File: src/button_press_classifier_unit_defines.svh
// ----------------------------------------------------------------------------
// Button press classifier assertion macros
// Shared assertion helpers. Simulation gets the checks; synthesis gets
// empty bodies when SYNTH is defined.
// ----------------------------------------------------------------------------
`ifndef BUTTON_PRESS_CLASSIFIER_UNIT_DEFINES_SVH
`define BUTTON_PRESS_CLASSIFIER_UNIT_DEFINES_SVH

`ifndef SYNTH
// Same-cycle implication, disabled while reset is asserted.
`define BPC_ASSERT_IMPLY(label, clk, rst_n, ante, cons) \
    label: assert property (@(posedge clk) disable iff (!rst_n) (ante) |-> (cons)) \
        else $error("button press classifier: same-cycle check failed");
// Next-cycle implication, disabled while reset is asserted.
`define BPC_ASSERT_NEXT(label, clk, rst_n, ante, cons) \
    label: assert property (@(posedge clk) disable iff (!rst_n) (ante) |=> (cons)) \
        else $error("button press classifier: next-cycle check failed");
`else
`define BPC_ASSERT_IMPLY(label, clk, rst_n, ante, cons)
`define BPC_ASSERT_NEXT(label, clk, rst_n, ante, cons)
`endif

`endif

File: src/bpc_pkg.sv
// ----------------------------------------------------------------------------
// Button press classifier package
// Field widths, codes, constants and the structs shared by the modules.
// ----------------------------------------------------------------------------
`default_nettype none

package bpc_pkg;

    localparam int VOLT_W     = 12;
    localparam int TIME_W     = 32;
    localparam int WIN_W      = 16;
    localparam int THROTTLE_W = 16;
    localparam int SPEED_W    = 19;
    localparam int CFG_IDX_W  = 3;
    localparam int CFG_DATA_W = 16;
    localparam int SAMPLE_W   = VOLT_W + TIME_W + THROTTLE_W + SPEED_W;
    localparam int IN_TDATA_W = ((SAMPLE_W + 7) / 8) * 8;
    localparam int RESULT_W   = 2 + 2 + SPEED_W + 1 + 1;
    localparam int OUT_TDATA_W = ((RESULT_W + 7) / 8) * 8;

    // Cruise may only engage above this electrical speed.
    localparam logic signed [SPEED_W-1:0] MIN_CRUISE_RPM = 19'sd900;
    // One percent of full scale in Q15, rounded down.
    localparam logic signed [THROTTLE_W-1:0] THROTTLE_IDLE_MAX = 16'sd327;

    localparam logic [VOLT_W-1:0] RST_PRESS_THRESHOLD = 12'd2048;
    localparam logic [WIN_W-1:0]  RST_SHORT_MIN_MS    = 16'd50;
    localparam logic [WIN_W-1:0]  RST_SHORT_MAX_MS    = 16'd500;
    localparam logic [WIN_W-1:0]  RST_LONG_MIN_MS     = 16'd1000;
    localparam logic [WIN_W-1:0]  RST_LONG_MAX_MS     = 16'd2500;
    localparam logic [WIN_W-1:0]  RST_HOLD_TIMEOUT_MS = 16'd3000;

    typedef enum logic [CFG_IDX_W-1:0] {
        CFG_PRESS_THRESHOLD     = 3'd0,
        CFG_SHORT_MIN_MS        = 3'd1,
        CFG_SHORT_MAX_MS        = 3'd2,
        CFG_LONG_MIN_MS         = 3'd3,
        CFG_LONG_MAX_MS         = 3'd4,
        CFG_HOLD_TIMEOUT_MS     = 3'd5,
        CFG_DRIVE_MODES_ENABLE  = 3'd6,
        CFG_POWER_CRUISE_ENABLE = 3'd7
    } t_cfg_idx;

    typedef enum logic [1:0] {
        EV_NONE  = 2'd0,
        EV_SHORT = 2'd1,
        EV_LONG  = 2'd2,
        EV_CONT  = 2'd3
    } t_press_event;

    typedef enum logic [1:0] {
        CMD_NONE      = 2'd0,
        CMD_RELEASE   = 2'd1,
        CMD_SET_SPEED = 2'd2,
        CMD_STOP      = 2'd3
    } t_motor_cmd;

    typedef struct packed {
        logic [VOLT_W-1:0] press_threshold;
        logic [WIN_W-1:0]  short_min_ms;
        logic [WIN_W-1:0]  short_max_ms;
        logic [WIN_W-1:0]  long_min_ms;
        logic [WIN_W-1:0]  long_max_ms;
        logic [WIN_W-1:0]  hold_timeout_ms;
        logic              drive_modes_enable;
        logic              power_cruise_enable;
    } t_cfg;

    // Packed so that the last field lands in the lowest bits.
    typedef struct packed {
        logic signed [SPEED_W-1:0]    motor_speed;
        logic signed [THROTTLE_W-1:0] throttle_level;
        logic [TIME_W-1:0]            now_ms;
        logic [VOLT_W-1:0]            voltage_code;
    } t_sample;

    typedef struct packed {
        logic                      race_mode;
        logic                      cruise_on;
        logic signed [SPEED_W-1:0] speed_target;
        t_motor_cmd                motor_command;
        t_press_event              press_event;
    } t_result;

endpackage

`default_nettype wire

File: src/bpc_cfg_regs.sv
// ----------------------------------------------------------------------------
// Button press classifier configuration registers
// Write-only register file loaded through a plain index/data port.
// ----------------------------------------------------------------------------
`default_nettype none

module bpc_cfg_regs (
    input  wire logic                             i_clk,
    input  wire logic                             i_rst_n,
    input  wire logic                             i_cfg_we,
    input  wire logic [bpc_pkg::CFG_IDX_W-1:0]    i_cfg_idx,
    input  wire logic [bpc_pkg::CFG_DATA_W-1:0]   i_cfg_data,
    output bpc_pkg::t_cfg                         o_cfg
);

    bpc_pkg::t_cfg r_cfg;

    always_ff @(posedge i_clk) begin
        if (!i_rst_n) begin
            r_cfg.press_threshold     <= bpc_pkg::RST_PRESS_THRESHOLD;
            r_cfg.short_min_ms        <= bpc_pkg::RST_SHORT_MIN_MS;
            r_cfg.short_max_ms        <= bpc_pkg::RST_SHORT_MAX_MS;
            r_cfg.long_min_ms         <= bpc_pkg::RST_LONG_MIN_MS;
            r_cfg.long_max_ms         <= bpc_pkg::RST_LONG_MAX_MS;
            r_cfg.hold_timeout_ms     <= bpc_pkg::RST_HOLD_TIMEOUT_MS;
            r_cfg.drive_modes_enable  <= 1'b0;
            r_cfg.power_cruise_enable <= 1'b0;
        end else if (i_cfg_we) begin
            unique case (bpc_pkg::t_cfg_idx'(i_cfg_idx))
                bpc_pkg::CFG_PRESS_THRESHOLD: begin
                    r_cfg.press_threshold <= i_cfg_data[bpc_pkg::VOLT_W-1:0];
                end
                bpc_pkg::CFG_SHORT_MIN_MS: begin
                    r_cfg.short_min_ms <= i_cfg_data[bpc_pkg::WIN_W-1:0];
                end
                bpc_pkg::CFG_SHORT_MAX_MS: begin
                    r_cfg.short_max_ms <= i_cfg_data[bpc_pkg::WIN_W-1:0];
                end
                bpc_pkg::CFG_LONG_MIN_MS: begin
                    r_cfg.long_min_ms <= i_cfg_data[bpc_pkg::WIN_W-1:0];
                end
                bpc_pkg::CFG_LONG_MAX_MS: begin
                    r_cfg.long_max_ms <= i_cfg_data[bpc_pkg::WIN_W-1:0];
                end
                bpc_pkg::CFG_HOLD_TIMEOUT_MS: begin
                    r_cfg.hold_timeout_ms <= i_cfg_data[bpc_pkg::WIN_W-1:0];
                end
                bpc_pkg::CFG_DRIVE_MODES_ENABLE: begin
                    r_cfg.drive_modes_enable <= i_cfg_data[0];
                end
                bpc_pkg::CFG_POWER_CRUISE_ENABLE: begin
                    r_cfg.power_cruise_enable <= i_cfg_data[0];
                end
            endcase
        end
    end

    assign o_cfg = r_cfg;

endmodule

`default_nettype wire

File: src/bpc_step.sv
// ----------------------------------------------------------------------------
// Button press classifier step logic
// Holds the press tracking and cruise state and classifies one sample.
// ----------------------------------------------------------------------------
`default_nettype none

module bpc_step (
    input  wire logic             i_clk,
    input  wire logic             i_rst_n,
    input  wire logic             i_en,
    input  wire bpc_pkg::t_cfg    i_cfg,
    input  wire bpc_pkg::t_sample i_sample,
    output bpc_pkg::t_result      o_result
);

    logic [bpc_pkg::TIME_W-1:0]         r_start;
    logic                               r_was_pressed;
    logic                               r_locked;
    logic                               r_cruise;
    logic signed [bpc_pkg::SPEED_W-1:0] r_cruise_speed;
    logic                               r_race;

    logic [bpc_pkg::TIME_W-1:0]         n_start;
    logic                               n_locked;
    logic                               n_cruise;
    logic signed [bpc_pkg::SPEED_W-1:0] n_cruise_speed;
    logic                               n_race;

    logic                               w_pressed;
    logic [bpc_pkg::TIME_W-1:0]         w_elapsed;
    logic                               w_in_long;
    logic                               w_in_short;
    bpc_pkg::t_press_event              w_event;
    bpc_pkg::t_motor_cmd                w_cmd;

    // The time stamp wraps, so the difference is taken modulo 2^32.
    assign w_pressed  = i_sample.voltage_code < i_cfg.press_threshold;
    assign w_elapsed  = i_sample.now_ms - r_start;
    assign w_in_long  = (w_elapsed >= {16'd0, i_cfg.long_min_ms}) &&
                        (w_elapsed <= {16'd0, i_cfg.long_max_ms});
    assign w_in_short = (w_elapsed >  {16'd0, i_cfg.short_min_ms}) &&
                        (w_elapsed <= {16'd0, i_cfg.short_max_ms});

    always_comb begin
        n_start        = r_start;
        n_locked       = r_locked;
        n_cruise       = r_cruise;
        n_cruise_speed = r_cruise_speed;
        n_race         = r_race;
        w_event        = bpc_pkg::EV_NONE;
        w_cmd          = bpc_pkg::CMD_NONE;
        if (w_pressed) begin
            if (!r_locked) begin
                if (r_was_pressed) begin
                    if (w_elapsed > {16'd0, i_cfg.hold_timeout_ms}) begin
                        n_locked = 1'b1;
                        w_event  = bpc_pkg::EV_CONT;
                        w_cmd    = bpc_pkg::CMD_STOP;
                    end
                end else begin
                    n_start = i_sample.now_ms;
                end
            end
        end else if (r_locked) begin
            n_locked = 1'b0;
        end else if (r_was_pressed) begin
            // The long window takes priority where the windows overlap.
            if (w_in_long) begin
                w_event = bpc_pkg::EV_LONG;
                if (i_cfg.drive_modes_enable) begin
                    n_race = ~r_race;
                end
            end else if (w_in_short) begin
                w_event = bpc_pkg::EV_SHORT;
                if (i_sample.throttle_level <= bpc_pkg::THROTTLE_IDLE_MAX) begin
                    if (r_cruise) begin
                        n_cruise = 1'b0;
                        w_cmd    = bpc_pkg::CMD_RELEASE;
                    end else if (i_sample.motor_speed > bpc_pkg::MIN_CRUISE_RPM) begin
                        n_cruise = 1'b1;
                        if (!i_cfg.power_cruise_enable) begin
                            n_cruise_speed = i_sample.motor_speed;
                            w_cmd          = bpc_pkg::CMD_SET_SPEED;
                        end
                    end
                end
            end
        end
    end

    always_ff @(posedge i_clk) begin
        if (!i_rst_n) begin
            r_start        <= '0;
            r_was_pressed  <= 1'b0;
            r_locked       <= 1'b1;
            r_cruise       <= 1'b0;
            r_cruise_speed <= '0;
            r_race         <= 1'b0;
        end else if (i_en) begin
            r_start        <= n_start;
            r_was_pressed  <= w_pressed;
            r_locked       <= n_locked;
            r_cruise       <= n_cruise;
            r_cruise_speed <= n_cruise_speed;
            r_race         <= n_race;
        end
    end

    assign o_result.press_event   = w_event;
    assign o_result.motor_command = w_cmd;
    assign o_result.speed_target  = n_cruise_speed;
    assign o_result.cruise_on     = n_cruise;
    assign o_result.race_mode     = n_race;

endmodule

`default_nettype wire

File: src/button_press_classifier_unit.sv
// ----------------------------------------------------------------------------
// Button press classifier unit
// Classifies button samples into short, long and continuous presses and
// issues cruise and stop commands to the motor controller.
// ----------------------------------------------------------------------------
// Usage: each request on the s_axis channel is one sample of the button line
// with its millisecond time stamp, the throttle and the motor speed. Every
// sample produces exactly one request on the m_axis channel carrying the
// press event, the motor command and the cruise and drive-mode flags as they
// stand after that sample.
// An accepted sample is captured in the input register; its result moves to
// the output register, raising m_axis_tvalid, once that register is free or
// being emptied. The block takes one sample per cycle unless the receiver
// stalls: the press and cruise state is a single register loop closed through
// one compare and select step, so each sample sees the state left by the one
// before it. Reset (synchronous, active low) loads the register defaults,
// empties both registers and starts the block locked, so a button held at
// power-up is ignored until its first released sample.
// When the receiver stalls, the result holds in the output register; one more
// sample can wait in the input register, after which s_axis_tready drops.
// Configuration writes take effect at the next edge and are expected only
// while no sample is in flight.
// ----------------------------------------------------------------------------
`default_nettype none

`include "button_press_classifier_unit_defines.svh"

module button_press_classifier_unit (
    input  wire logic                               i_clk,
    input  wire logic                               i_rst_n,
    // Configuration write port: register index and data, no read-back.
    input  wire logic                               i_cfg_we,
    input  wire logic [bpc_pkg::CFG_IDX_W-1:0]      i_cfg_idx,
    input  wire logic [bpc_pkg::CFG_DATA_W-1:0]     i_cfg_data,
    // Sample input.
    input  wire logic                               s_axis_tvalid,
    output logic                                    s_axis_tready,
    // tdata from bit 0: voltage_code[11:0], now_ms[43:12],
    // throttle_level[59:44], motor_speed[78:60], zero pad[79].
    input  wire logic [bpc_pkg::IN_TDATA_W-1:0]     s_axis_tdata,
    // Result output.
    output logic                                    m_axis_tvalid,
    input  wire logic                               m_axis_tready,
    // tdata from bit 0: press_event[1:0], motor_command[3:2],
    // speed_target[22:4], cruise_on[23], race_mode[24], zero pad[31:25].
    output logic [bpc_pkg::OUT_TDATA_W-1:0]         m_axis_tdata
);

    bpc_pkg::t_cfg    w_cfg;
    bpc_pkg::t_result w_result;

    logic             r_in_valid;
    bpc_pkg::t_sample r_in;
    logic             r_out_valid;
    bpc_pkg::t_result r_out;
    logic             w_advance;

    // The sample in the input register moves on when the output register is
    // free or is being emptied this cycle; the state advances with it.
    assign w_advance     = r_in_valid && (!r_out_valid || m_axis_tready);
    assign s_axis_tready = !r_in_valid || w_advance;

    bpc_cfg_regs u_cfg_regs (
        .i_clk      (i_clk),
        .i_rst_n    (i_rst_n),
        .i_cfg_we   (i_cfg_we),
        .i_cfg_idx  (i_cfg_idx),
        .i_cfg_data (i_cfg_data),
        .o_cfg      (w_cfg)
    );

    bpc_step u_step (
        .i_clk    (i_clk),
        .i_rst_n  (i_rst_n),
        .i_en     (w_advance),
        .i_cfg    (w_cfg),
        .i_sample (r_in),
        .o_result (w_result)
    );

    // Input register: valid bit under reset, payload without.
    always_ff @(posedge i_clk) begin
        if (!i_rst_n) begin
            r_in_valid <= 1'b0;
        end else if (s_axis_tready) begin
            r_in_valid <= s_axis_tvalid;
        end
    end

    always_ff @(posedge i_clk) begin
        if (s_axis_tready && s_axis_tvalid) begin
            r_in <= bpc_pkg::t_sample'(s_axis_tdata[bpc_pkg::SAMPLE_W-1:0]);
        end
    end

    // Output register.
    always_ff @(posedge i_clk) begin
        if (!i_rst_n) begin
            r_out_valid <= 1'b0;
        end else if (w_advance) begin
            r_out_valid <= 1'b1;
        end else if (m_axis_tready) begin
            r_out_valid <= 1'b0;
        end
    end

    always_ff @(posedge i_clk) begin
        if (w_advance) begin
            r_out <= w_result;
        end
    end

    assign m_axis_tvalid = r_out_valid;
    assign m_axis_tdata  = {{(bpc_pkg::OUT_TDATA_W - bpc_pkg::RESULT_W){1'b0}}, r_out};

    // A continuous press always comes with the stop command.
    `BPC_ASSERT_IMPLY(a_cont_stops, i_clk, i_rst_n,
        r_out_valid && (r_out.press_event == bpc_pkg::EV_CONT),
        r_out.motor_command == bpc_pkg::CMD_STOP)
    // Setting a speed target only happens when cruise is switched on.
    `BPC_ASSERT_IMPLY(a_set_speed_cruise, i_clk, i_rst_n,
        r_out_valid && (r_out.motor_command == bpc_pkg::CMD_SET_SPEED),
        r_out.cruise_on && (r_out.press_event == bpc_pkg::EV_SHORT))
    // A sample held back by a stalled output is not dropped.
    `BPC_ASSERT_NEXT(a_in_kept, i_clk, i_rst_n,
        r_in_valid && !w_advance,
        r_in_valid)
    // A sample that advances always shows up in the output register.
    `BPC_ASSERT_NEXT(a_advance_out, i_clk, i_rst_n,
        w_advance,
        r_out_valid)

endmodule

`default_nettype wire

File: config.mk
export PLATFORM = sky130hd
export DESIGN_NAME = button_press_classifier_unit
export DESIGN_NICKNAME = d
export VERILOG_FILES = /design/src/bpc_pkg.sv /design/src/bpc_cfg_regs.sv /design/src/bpc_step.sv /design/src/button_press_classifier_unit.sv
export VERILOG_INCLUDE_DIRS = /design/src /design/src/src
export SDC_FILE = /design/constraint.sdc
export NUM_CORES = 1
export LEC_CHECK = 0
export BUFFER_PORTS_ARGS = -buffer_cell sky130_fd_sc_hd__buf_2
export CAP_MARGIN = 15
export CORE_ASPECT_RATIO = 0.6
export CORE_MARGIN = 4
export CORE_UTILIZATION = 50
export CTS_CLUSTER_SIZE = 40
export DETAILED_ROUTE_END_ITERATION = 12
export HOLD_SLACK_MARGIN = 0.06
export PLACE_DENSITY = 0.67
export SYNTH_ARGS = -nofsm -noshare
export SYNTH_HDL_FRONTEND = slang
export SYNTH_HIERARCHICAL = 1
export SYNTH_SLANG_ARGS = --single-unit
export TNS_END_PERCENT = 100
File: constraint.sdc
create_clock -name i_clk -period 6.4 [get_ports i_clk]
set_clock_uncertainty 0.1 [all_clocks]
set_input_delay 0.96 -clock i_clk [delete_from_list [all_inputs] [get_ports i_clk]]
set_output_delay 0.96 -clock i_clk [all_outputs]
set_load 0.01 [all_outputs]
==> results of run 1 <==
-- metal layers --
layer / up-vias / wire length (um) / track usage, %
met3: 45 / 2360 / 3.56
met4: 6 / 641 / 4.45
met5: - / 41 / 0
met1: 4923 / 17900 / 35.4
met2: 289 / 13600 / 30.5
li1: 5160 / - / -
-- per-stage QoR --
step           cells  total power [mW]
3_3_place_gp    1843              2.30
3_5_place_dp    1843              2.31
6_report        1890              3.76
4_1_cts         1889              3.79
2_1_floorplan   1404              2.15
5_1_grt         1890              3.92
-- worst max-delay path, stage by stage (launching register included) --
cell	delay, ns
edfxtp_1	0.36
inv_1	0.05
ha_1	0.23
fa_1	0.40
nand2b_1	0.21
a21oi_1	0.28
o21ai_0	0.17
nand2_1	0.14
nand3_1	0.09
nand2_1	0.11
xor2_1	0.43
ha_1	0.22
nand4_1	0.19
nor3_1	0.38
o21ai_0	0.22
o211ai_1	0.16
nand4_1	0.25
a211oi_1	0.38
nand4_1	0.17
buf_4	0.30
mux2_2	0.31
-- power by group through the flow --
stage                     clock, mW  combinational [mW]  sequential (mW)
final                          1.47               0.541             1.75
after global routing           1.57               0.603             1.76
after CTS                      1.50               0.533             1.75
after detailed placement          0               0.528             1.78
after global placement            0               0.514             1.78
after floorplan                   0               0.365             1.78
-- placed cells by master (no fill, tap or decap), types with 47 or more instances in the layout --
| cell type | n |
|---|---|
| a21oi_1 | 55 |
| buf_2 | 125 |
| dfxtp_1 | 151 |
| edfxtp_1 | 101 |
| ha_1 | 122 |
| inv_1 | 134 |
| mux2i_1 | 149 |
| nand2_1 | 159 |
| nor2_1 | 63 |
| nor2b_1 | 47 |
-- registers in the layout (all words and copies together), names as in the netlist --
| name | cells |
|---|---|
| u_cfg_regs/o_cfg | 94 |
| r_in | 76 |
| u_step/r_start | 32 |
| m_axis_tdata | 25 |
| u_step/r_cruise_speed | 19 |
| m_axis_tvalid | 1 |
| r_in_valid | 1 |
| u_step/r_cruise | 1 |
| u_step/r_locked | 1 |
| u_step/r_race | 1 |
| u_step/r_was_pressed | 1 |
-- cell type report --
| cell class | count | area share, % |
|---|---|---|
| multi-input combinational | 948 | 45.0 |
| tap | 367 | 2.93 |
| sequential | 252 | 38.7 |
| timing repair buffer | 142 | 4.94 |
| clock buffer | 32 | 4.29 |
| clock inverter | 14 | 0.919 |
| inverter | 135 | 3.24 |
-- how the worst max path moves through the flow --
stage                  startpoint          endpoint  slack, ns  cells past startpoint
finish                   r_in[12]  m_axis_tdata[17]        1.0                     20
global route             r_in[12]  m_axis_tdata[17]       0.63                     20
CTS                      r_in[15]  m_axis_tdata[17]       1.14                     19
detailed placement       r_in[15]  m_axis_tdata[17]       1.16                     19
global placement         r_in[12]  m_axis_tdata[10]       1.23                     20
floorplan           m_axis_tready           r_in[0]       1.06                      2
==> summary.md, run 1 <==
| Metric | Value |
|---|---|
| Initial Util | `approximately 51%` |
| Vias in the first global route | `9,769` |
| Final Cell Area | `15,700 um^2` |
| Cts repair resizes | `0` |
| Min Tclk post-route | `approximately 5.4 ns` |
| # nets final | `1,731` |
| Pins Over Slew Limit | `0` |
| Worst Min Path Start | `u_step/r_cruise_speed[18]` |
| Max VDD drop | `243 uV` |
| Cts-stage hold buffer count | `0` |
| Gr usage total | `21.9%` |
| H-tree Lvls | `1` |
| Yosys warnings | `6` |
| Sequential fraction of design power | `46.6%` |
| Register area | `6060 um^2` |
| Hold Vio Cnt, Final | `0` |
| Die Y | `137 um` |
| # DRC | `0` |
| RR Endpoint | `m_axis_tdata[17]` |
| Drt via density | `5.51` |
| Sum Neg Setup Slack | `0 ns` |
| CTS buffer count | `25` |
| PD cells | `240 nW/um^2` |
| Tcrit/Tclk final | `between 80% and 90%` |
| Avg WL per Cell | `18.3 um` |
| Placed standard-cell area | `about 15,000 um^2` |
| Setup slack at placement | `1.16 ns` |
| Layout area overhead | `12.4%` |
| Clock Latency Late Sink | `0.55 ns` |
| Sink Count | `252` |
| F_max | `185 MHz` |
| Status | `complete, no violations` |
| CTS max path bufs | `3` |
| Share of cells above drive strength 1 | `14.5%` |
| Comb power frac | `14.4%` |
| FP Rows | `47` |
| RR Startpoint | `r_in[12]` |
| Lkg Pwr | `6.69 nW` |
| IO buf count | `~130` |
| Reg2Reg Setup Slack | `between 0.9 and 1 ns` |
| GP Congestion | `0.955` |
| Sw Pwr | `approximately 990 uW` |
| Required @ worst endpoint | `6.60 ns` |
| Number of setup buffers added after CTS | `0` |
| Setup-failing EPs final | `0` |
| Crit start category | `flip-flop` |
| Final design utilization | `56.9%` |
| Starting DRC count in detailed routing | `slightly below 800` |
| Hold Path Depth | `2` |
| Max-cap violation count | `0` |
| Reg2Reg Depth | `20` |
| Clock power frac | `between 30% and 40%` |
| Clock transition at path regs | `0.06 ns` |
| Hold-critical path endpoint | `u_step/r_cruise_speed[18]` |
| Drt first pass iters | `5` |
| Largest net degree at the start of global routing | `71` |
| Via count | `10.4k` |
| Area of the multi-input gates | `around 7100 um^2` |
| Sw Ratio | `26.4%` |
| I/O Pins | `roughly 140` |
| Hpwl dp | `25.4 mm` |
| CP Class | `reg2reg` |
| Worst-path fanout max | `20` |
| Worst setup margin | `0.997 ns` |
| Grt ovf | `0` |
| Mapped Avg Cell Area | `9.97 um^2` |
| Critical Path AT | `about 5.6 ns` |
| Crit end category | `flip-flop` |
| Die Area | `30,700 um^2` |
| Initial antenna violation count | `3` |
| Hold slack | `approximately 0.33 ns` |
| CTS tree | `yes` |
| Fill cells | `2,464` |
| Clock tree root driver cell | `clkbuf_16` |
| Int Power | `2.77 mW` |
| Mapped cell area | `~14,000 um^2` |
| Gate Count Post-Synth | `1,398` |
| Least-Margin Pin Slew | `between 1 and 1.5 ns` |
| Area of the core | `about 28,000 um^2` |
| Relative slew slack | `approximately a fifth` |
| Routed wire length | `34.5 mm` |
| RSZ-0062 raised after global routing | `false` |
| Die Wd | `about 220 um` |
| Ant diodes | `0` |
| Global-route wire length before repair | `54.0 mm` |
| Hold WC Path Type | `reg2reg` |
| Antenna viol nets, final | `0` |
Power figures use the tool's default switching activity.
==> run 2: changes to the inputs <==
Clock period 6.4 ns to 5.2 ns, I/O delays scaled along.
==> run 2 against run 1 <==
Effect of this change:
- clock power grew 34%
- sequential share of layout area shrank 0.70 points
- via count grew 1.8%
- worst hold slack lost 0.030 ns
- routed wire length grew 1.3%
- final cell count grew 1.2%
- sequential cell count is the same
- non-clock buffer count grew 20
- critical path type unchanged
- critical endpoint is now m_axis_tdata[18]
- largest cell class unchanged
- highest routed layer unchanged
==> summary.md, run 2 (synthesis results as in run 1) <==
| Metric | Value |
|---|---|
| Vias in the first global route | `9,759 (-0.10%)` |
| Worst-path fanout max | `20 (unchanged)` |
| Tcrit/Tclk final | `96.3% (+12 points)` |
| FP Rows | `47 (unchanged)` |
| IO buf count | `126 (unchanged)` |
| H-tree Lvls | `1 (unchanged)` |
| Pins Over Slew Limit | `0 (unchanged)` |
| Antenna viol nets, final | `0 (unchanged)` |
| Via count | `10.6k (+1.8%)` |
| I/O Pins | `138 (unchanged)` |
| CP Class | `reg2reg` |
| Layout area overhead | `14.4%` |
| Grt ovf | `0 (unchanged)` |
| GP Congestion | `0.931 (-2.5%)` |
| CTS max path bufs | `3 (unchanged)` |
| Initial Util | `50.7% (unchanged)` |
| Gr usage total | `22.2% (+0.24 points)` |
| Finished Layout Cells | `1,912 (+1.2%)` |
| Share of cells above drive strength 1 | `16.2% (+1.7 points)` |
| Placed standard-cell area | `14,900 um^2 (+0.84%)` |
| Sink Count | `252 (unchanged)` |
| Critical Path AT | `5.21 ns (-0.39 ns)` |
| # nets final | `1,752 (+1.2%)` |
| Final Cell Area | `16,000 um^2 (+1.8%)` |
| Crit start category | `flip-flop` |
| Drt via density | `5.55 (+0.64%)` |
| Die Y | `137 um (unchanged)` |
| Most frequent cells in the layout | `nand2_1 (159), dfxtp_1 (151), mux2i_1 (149)` |
| CTS tree | `yes` |
| Ant diodes | `0 (unchanged)` |
| Register area | `6060 um^2 (unchanged)` |
| Starting DRC count in detailed routing | `1,146 (+45%)` |
| Max-cap violation count | `0 (unchanged)` |
| Crit end category | `flip-flop` |
| Die Area | `30,700 um^2 (unchanged)` |
| # DRC | `0 (unchanged)` |
| Routed wire length | `35.0 mm (+1.3%)` |
| Least-Margin Pin Slew | `1.22 ns (+0.0410 ns)` |
| Clock tree root driver cell | `clkbuf_16` |
| Relative slew slack | `17.7% (-3.1 points)` |
| Largest net degree at the start of global routing | `89 (+25%)` |
| Cell count after placement | `1,858 (+0.81%)` |
| Max VDD drop | `245 uV (+0.87%)` |
| Commonest non-fill, non-tap cell in the layout | `nand2_1` |
| Area of the multi-input gates | `7080 um^2 (+0.46%)` |
| PD cells | `302 nW/um^2 (+26%)` |
| Min Tclk post-route | `5.01 ns (-0.394 ns)` |
| Required @ worst endpoint | `5.40 ns (-1.20 ns)` |
| RSZ-0062 raised after global routing | `true` |
| Initial antenna violation count | `1 (-2)` |
| CTS buffer count | `26 (+4.0%)` |
| F_max | `200 MHz (+7.9%)` |
| Status | `complete, no violations` |
| Hold Vio Cnt, Final | `0 (unchanged)` |
| Lkg Pwr | `6.83 nW (+2.0%)` |
| Hpwl dp | `26.0 mm (+2.4%)` |
| Fill cells | `2,381 (-3.4%)` |
| Clock Latency Late Sink | `0.55 ns (about the same)` |
| Max reg flops | `94 (unchanged)` |
| Die Wd | `224 um (unchanged)` |
| Avg WL per Cell | `18.3 um (+0.15%)` |
| Drt first pass iters | `5 (unchanged)` |
| Area of the core | `27,500 um^2 (unchanged)` |
| Cts-stage hold buffer count | `0 (unchanged)` |
| Clock transition at path regs | `0.07 ns (about the same)` |
| Global-route wire length before repair | `54.5 mm (+0.94%)` |
| Hold WC Path Type | `in2reg` |
| Setup-failing EPs final | `0 (unchanged)` |
## run 2: cell types whose count changed in the layout (fill, tap and decap cells not counted), sizes merged
| cell | delta |
|---|---|
| clkinvlp | +4 |
| clkinv | -4 |
| clkbuf | +1 |
| buf | +19 |
| bufinv | +2 |
## run 2: through the flow
step | worst slack (ns) | util [%] | TNS (ns) | total power, mW | hold slack [ns]
final | 0.191 | 58.0 | 0 | 4.82 | 0.300
after global routing | -0.0161 | 58.0 | -0.100 | 5.04 | 0.268
after CTS | 0.0969 | 57.6 | 0 | 4.85 | 0.275
after detailed placement | -0.0736 | 54.3 | -1.24 | 2.87 | 0.331
after global placement | 0.0409 | 54.3 | 0 | 2.85 | 0.316
after floorplan | 0.0431 | - | 0 | 2.64 | 0.310
## run 2: area by class of cell
type	count	area share, %
repair buffers	162	5.90
inverters	135	3.18
clock inverters	16	1.32
flip-flops and latches	252	38.0
well taps	367	2.88
multi-input cells	948	44.4
clock buffers	32	4.35
## run 2: where the power goes
group          leakage [nW]  internal [mW]  switching [mW]
Sequential             2.21           2.12          0.0337
Combinational          4.18          0.284           0.416
Clock                 0.432           1.16           0.815
## run 2: critical path, stage by stage, from the launching register on
cell and delay [ns]:
edfxtp_1 0.37, inv_1 0.05, ha_1 0.23, fa_1 0.41, nand2b_1 0.21, a21oi_2 0.19
o21ai_0 0.13, nand2_1 0.13, nand3_1 0.10, nand2_1 0.13, a31oi_1 0.14, xnor2_2 0.17
buf_4 0.17, ha_1 0.31, nand4_1 0.10, or2_2 0.35, nor3_2 0.24, nand2b_1 0.16
o311a_4 0.24, a211oi_2 0.09, nand4_1 0.17, buf_8 0.21, mux2_2 0.36
## run 2: path summary, 6_finish.rpt
| check | endpoint | startpoint | depth (start not counted) | slack, ns |
|---|---|---|---|---|
| max reg2reg | m_axis_tdata[18] | r_in[12] | 22 | 0.19 |
| min | r_in[54] | s_axis_tdata[54] | 1 | 0.30 |
| min reg2reg | u_step/r_cruise_speed[18] | u_step/r_cruise_speed[18] | 2 | 0.33 |
| max | m_axis_tdata[18] | r_in[12] | 22 | 0.19 |
## run 2: per-layer routing
layer,global-route usage [%],wire [um]
met5,0,12
met4,2.91,346
met3,4.28,2590
met2,30.5,13800
met1,36.3,18200
## run 2: timing repair
action,in CTS,in global routing
cloned,0,1
buffers inserted,0,5
pin swaps,0,3
setup endpoints to repair,27,39
gates resized for setup,1,6
==> run 3: changes to the inputs <==
Settings changed: REMOVE_ABC_BUFFERS set to 1.
==> run 3 against run 2 <==
Effect of this change:
- non-clock buffer count is 1 higher
- worst hold slack better by 0.0039 ns
- sequential share of layout area is 0.29 points higher
- worst setup slack better by 0.033 ns
- critical endpoint is now m_axis_tdata[21]
- via count is 1.7% lower
- final area is 0.75% lower
- final cell count hardly changed
- sequential cell count stayed put
- routed wire length is 3.6% lower
- highest routed layer is now met4
- total power is 3.4% lower
==> summary.md, run 3 (synthesis results as in run 1) <==
| Metric | Value |
|---|---|
| Status | `complete, no violations` |
| CP Class | `reg2reg` |
| CTS tree | `yes` |
| Die Y | `137 um (unchanged)` |
| Initial Util | `50.7% (unchanged)` |
| Via count | `10.4k (-1.7%)` |
| RSZ-0062 raised after global routing | `false` |
| Vias in the first global route | `10.1k (+3.3%)` |
| Clock transition at path regs | `0.07 ns (about the same)` |
| Clock Latency Late Sink | `0.55 ns (about the same)` |
| Lkg Pwr | `6.78 nW (-0.66%)` |
| Commonest non-fill, non-tap cell in the layout | `nand2_1` |
| Avg WL per Cell | `17.6 um (-3.6%)` |
| Hpwl dp | `24.9 mm (-4.2%)` |
| Share of cells above drive strength 1 | `16.1% (-0.18 points)` |
| Tcrit/Tclk final | `95.7% (-0.63 points)` |
| Drt first pass iters | `5 (unchanged)` |
| Final design utilization | `57.5% (-0.44 points)` |
| Critical path's largest stage delay | `0.40 ns (about the same)` |
| CTS buffer count | `25 (-3.8%)` |
| Total Power | `4.66 mW (-3.4%)` |
| Max reg flops | `94 (unchanged)` |
| Worst-path fanout max | `20 (unchanged)` |
| Slowest-stage cell, CP | `fa_1` |
| CTS max path bufs | `3 (unchanged)` |
| Max VDD drop | `239 uV (-2.1%)` |
| Setup-failing EPs final | `0 (unchanged)` |
| Largest net degree at the start of global routing | `84 (-5.6%)` |
| Initial antenna violation count | `0 (-1)` |
| Pins Over Slew Limit | `0 (unchanged)` |
| Relative slew slack | `25.6% (+7.9 points)` |
| Layout area overhead | `13.6%` |
| Min Tclk post-route | `4.98 ns (-0.0328 ns)` |
| I/O Pins | `138 (unchanged)` |
| Global-route wire length before repair | `54.1 mm (-0.83%)` |
| PD cells | `295 nW/um^2 (-2.6%)` |
| IO buf count | `126 (unchanged)` |
| Setup slack at placement | `0.140 ns (+0.214 ns)` |
| Grt ovf | `0 (unchanged)` |
| Hold Vio Cnt, Final | `0 (unchanged)` |
| FP Rows | `47 (unchanged)` |
| Hold slack | `0.304 ns (+0.00389 ns)` |
| Starting DRC count in detailed routing | `875 (-24%)` |
| Die Area | `30,700 um^2 (unchanged)` |
| Worst setup margin | `0.224 ns (+0.0328 ns)` |
| # nets final | `1,752 (unchanged)` |
| Most frequent cells in the layout | `nand2_1 (159), dfxtp_1 (151), mux2i_1 (149)` |
| Sum Neg Setup Slack | `0 ns (unchanged)` |
| Routed wire length | `33.7 mm (-3.6%)` |
| Clock tree root driver cell | `clkbuf_16` |
| Area of the core | `27,500 um^2 (unchanged)` |
| Critical path cell sequence | `inv_1 -> ha_1 -> fa_1 -> nand2b_1 -> a21oi_1 -> o21ai_0 -> nand2_1 -> nand3_1 -> nand2_1 -> a31oi_1 -> xnor2_1 -> buf_4 -> ha_1 -> nand4_1 -> or2_2 -> nor3_1 -> nand2b_1 -> o311a_1 -> a211oi_2 -> nand4_1 -> buf_4 -> mux2_2` |
| Gr usage total | `21.8% (-0.41 points)` |
| Max-cap violation count | `0 (unchanged)` |
| Crit start category | `flip-flop` |
| Die Wd | `224 um (unchanged)` |
| Crit end category | `flip-flop` |
| Sink Count | `252 (unchanged)` |
| F_max | `201 MHz (+0.66%)` |
| H-tree Lvls | `1 (unchanged)` |
| Least-Margin Pin Slew | `1.10 ns (-0.117 ns)` |
| # DRC | `0 (unchanged)` |
| GP Congestion | `0.948 (+1.8%)` |
| Hold WC Path Type | `in2reg` |
| Ant diodes | `0 (unchanged)` |
| Fill cells | `2,437 (+2.4%)` |
| Critical Path AT | `5.16 ns (-0.05 ns)` |
| Antenna viol nets, final | `0 (unchanged)` |
| Required @ worst endpoint | `5.38 ns (-0.02 ns)` |
| Drt via density | `5.46 (-1.7%)` |
==> run 3: cell count changes in the layout (fill, tap and decap cells not counted), moves of 2 or more <==
cell | previous run | this run
clkinv_2 | 4 | 6
inv_6 | 0 | 2
buf_4 | 34 | 37
bufinv_16 | 4 | 2
clkbuf_16 | 27 | 25
==> run 3: critical path, delay by kind of cell (launching register included) <==
family	cells	cell delay (ns)
AOI/OAI and AO/OA	5	0.78
and+or+nand+nor	9	1.45
muxes	1	0.38
buffers and inverters	3	0.53
adders and majority gates	3	0.91
DFF	1	0.34
xor gates and xnor gates	1	0.21
==> run 3: per-layer routing <==
layer / wire length, um / track usage [%]
met2: 13600 / 31.2
met3: 2320 / 4.56
met4: 435 / 4.17
met5: 0 / 0
met1: 17400 / 33.8
==> run 3: area by class of cell <==
cell class / instances / area [um^2] / share of cell area [%]
Multi-Input combinational cell: 948 / 7070 / 44.7
Sequential cell: 252 / 6060 / 38.3
Timing Repair Buffer: 163 / 923 / 5.83
Clock buffer: 31 / 668 / 4.22
Inverter: 135 / 507 / 3.20
Tap cell: 367 / 459 / 2.90
Clock inverter: 15 / 148 / 0.933
==> run 3: worst paths after layout <==
path                                                 from                         to  slack [ns]  cells after the start
worst max-delay path                             r_in[12]           m_axis_tdata[21]        0.22                     22
worst min-delay path                     s_axis_tdata[61]                   r_in[61]        0.30                      1
worst max register to register                   r_in[12]           m_axis_tdata[21]        0.22                     22
worst min register to register  u_step/r_cruise_speed[18]  u_step/r_cruise_speed[18]        0.33                      2
==> run 3: report_power, final <==
part	switching (mW)	leakage, nW	internal, mW	total [mW]
logic	0.412	4.17	0.282	0.694
registers	0.0325	2.21	2.12	2.15
clock network	0.794	0.397	1.02	1.82
==> run 3: repair_timing <==
item,4_1_cts,5_1_grt
hold buffers,0,0
setup endpoints to repair,0,43
resized for setup,0,3
buffers inserted,0,2
endpoints found under the hold margin,0,0
==> run 3: through the flow <==
step / instances / cell area [um^2]
final: 1911 / 15800
after global routing: 1911 / 15800
after CTS: 1909 / 15800
after detailed placement: 1863 / 15000
after global placement: 1863 / 15000
after floorplan: 1335 / 13600
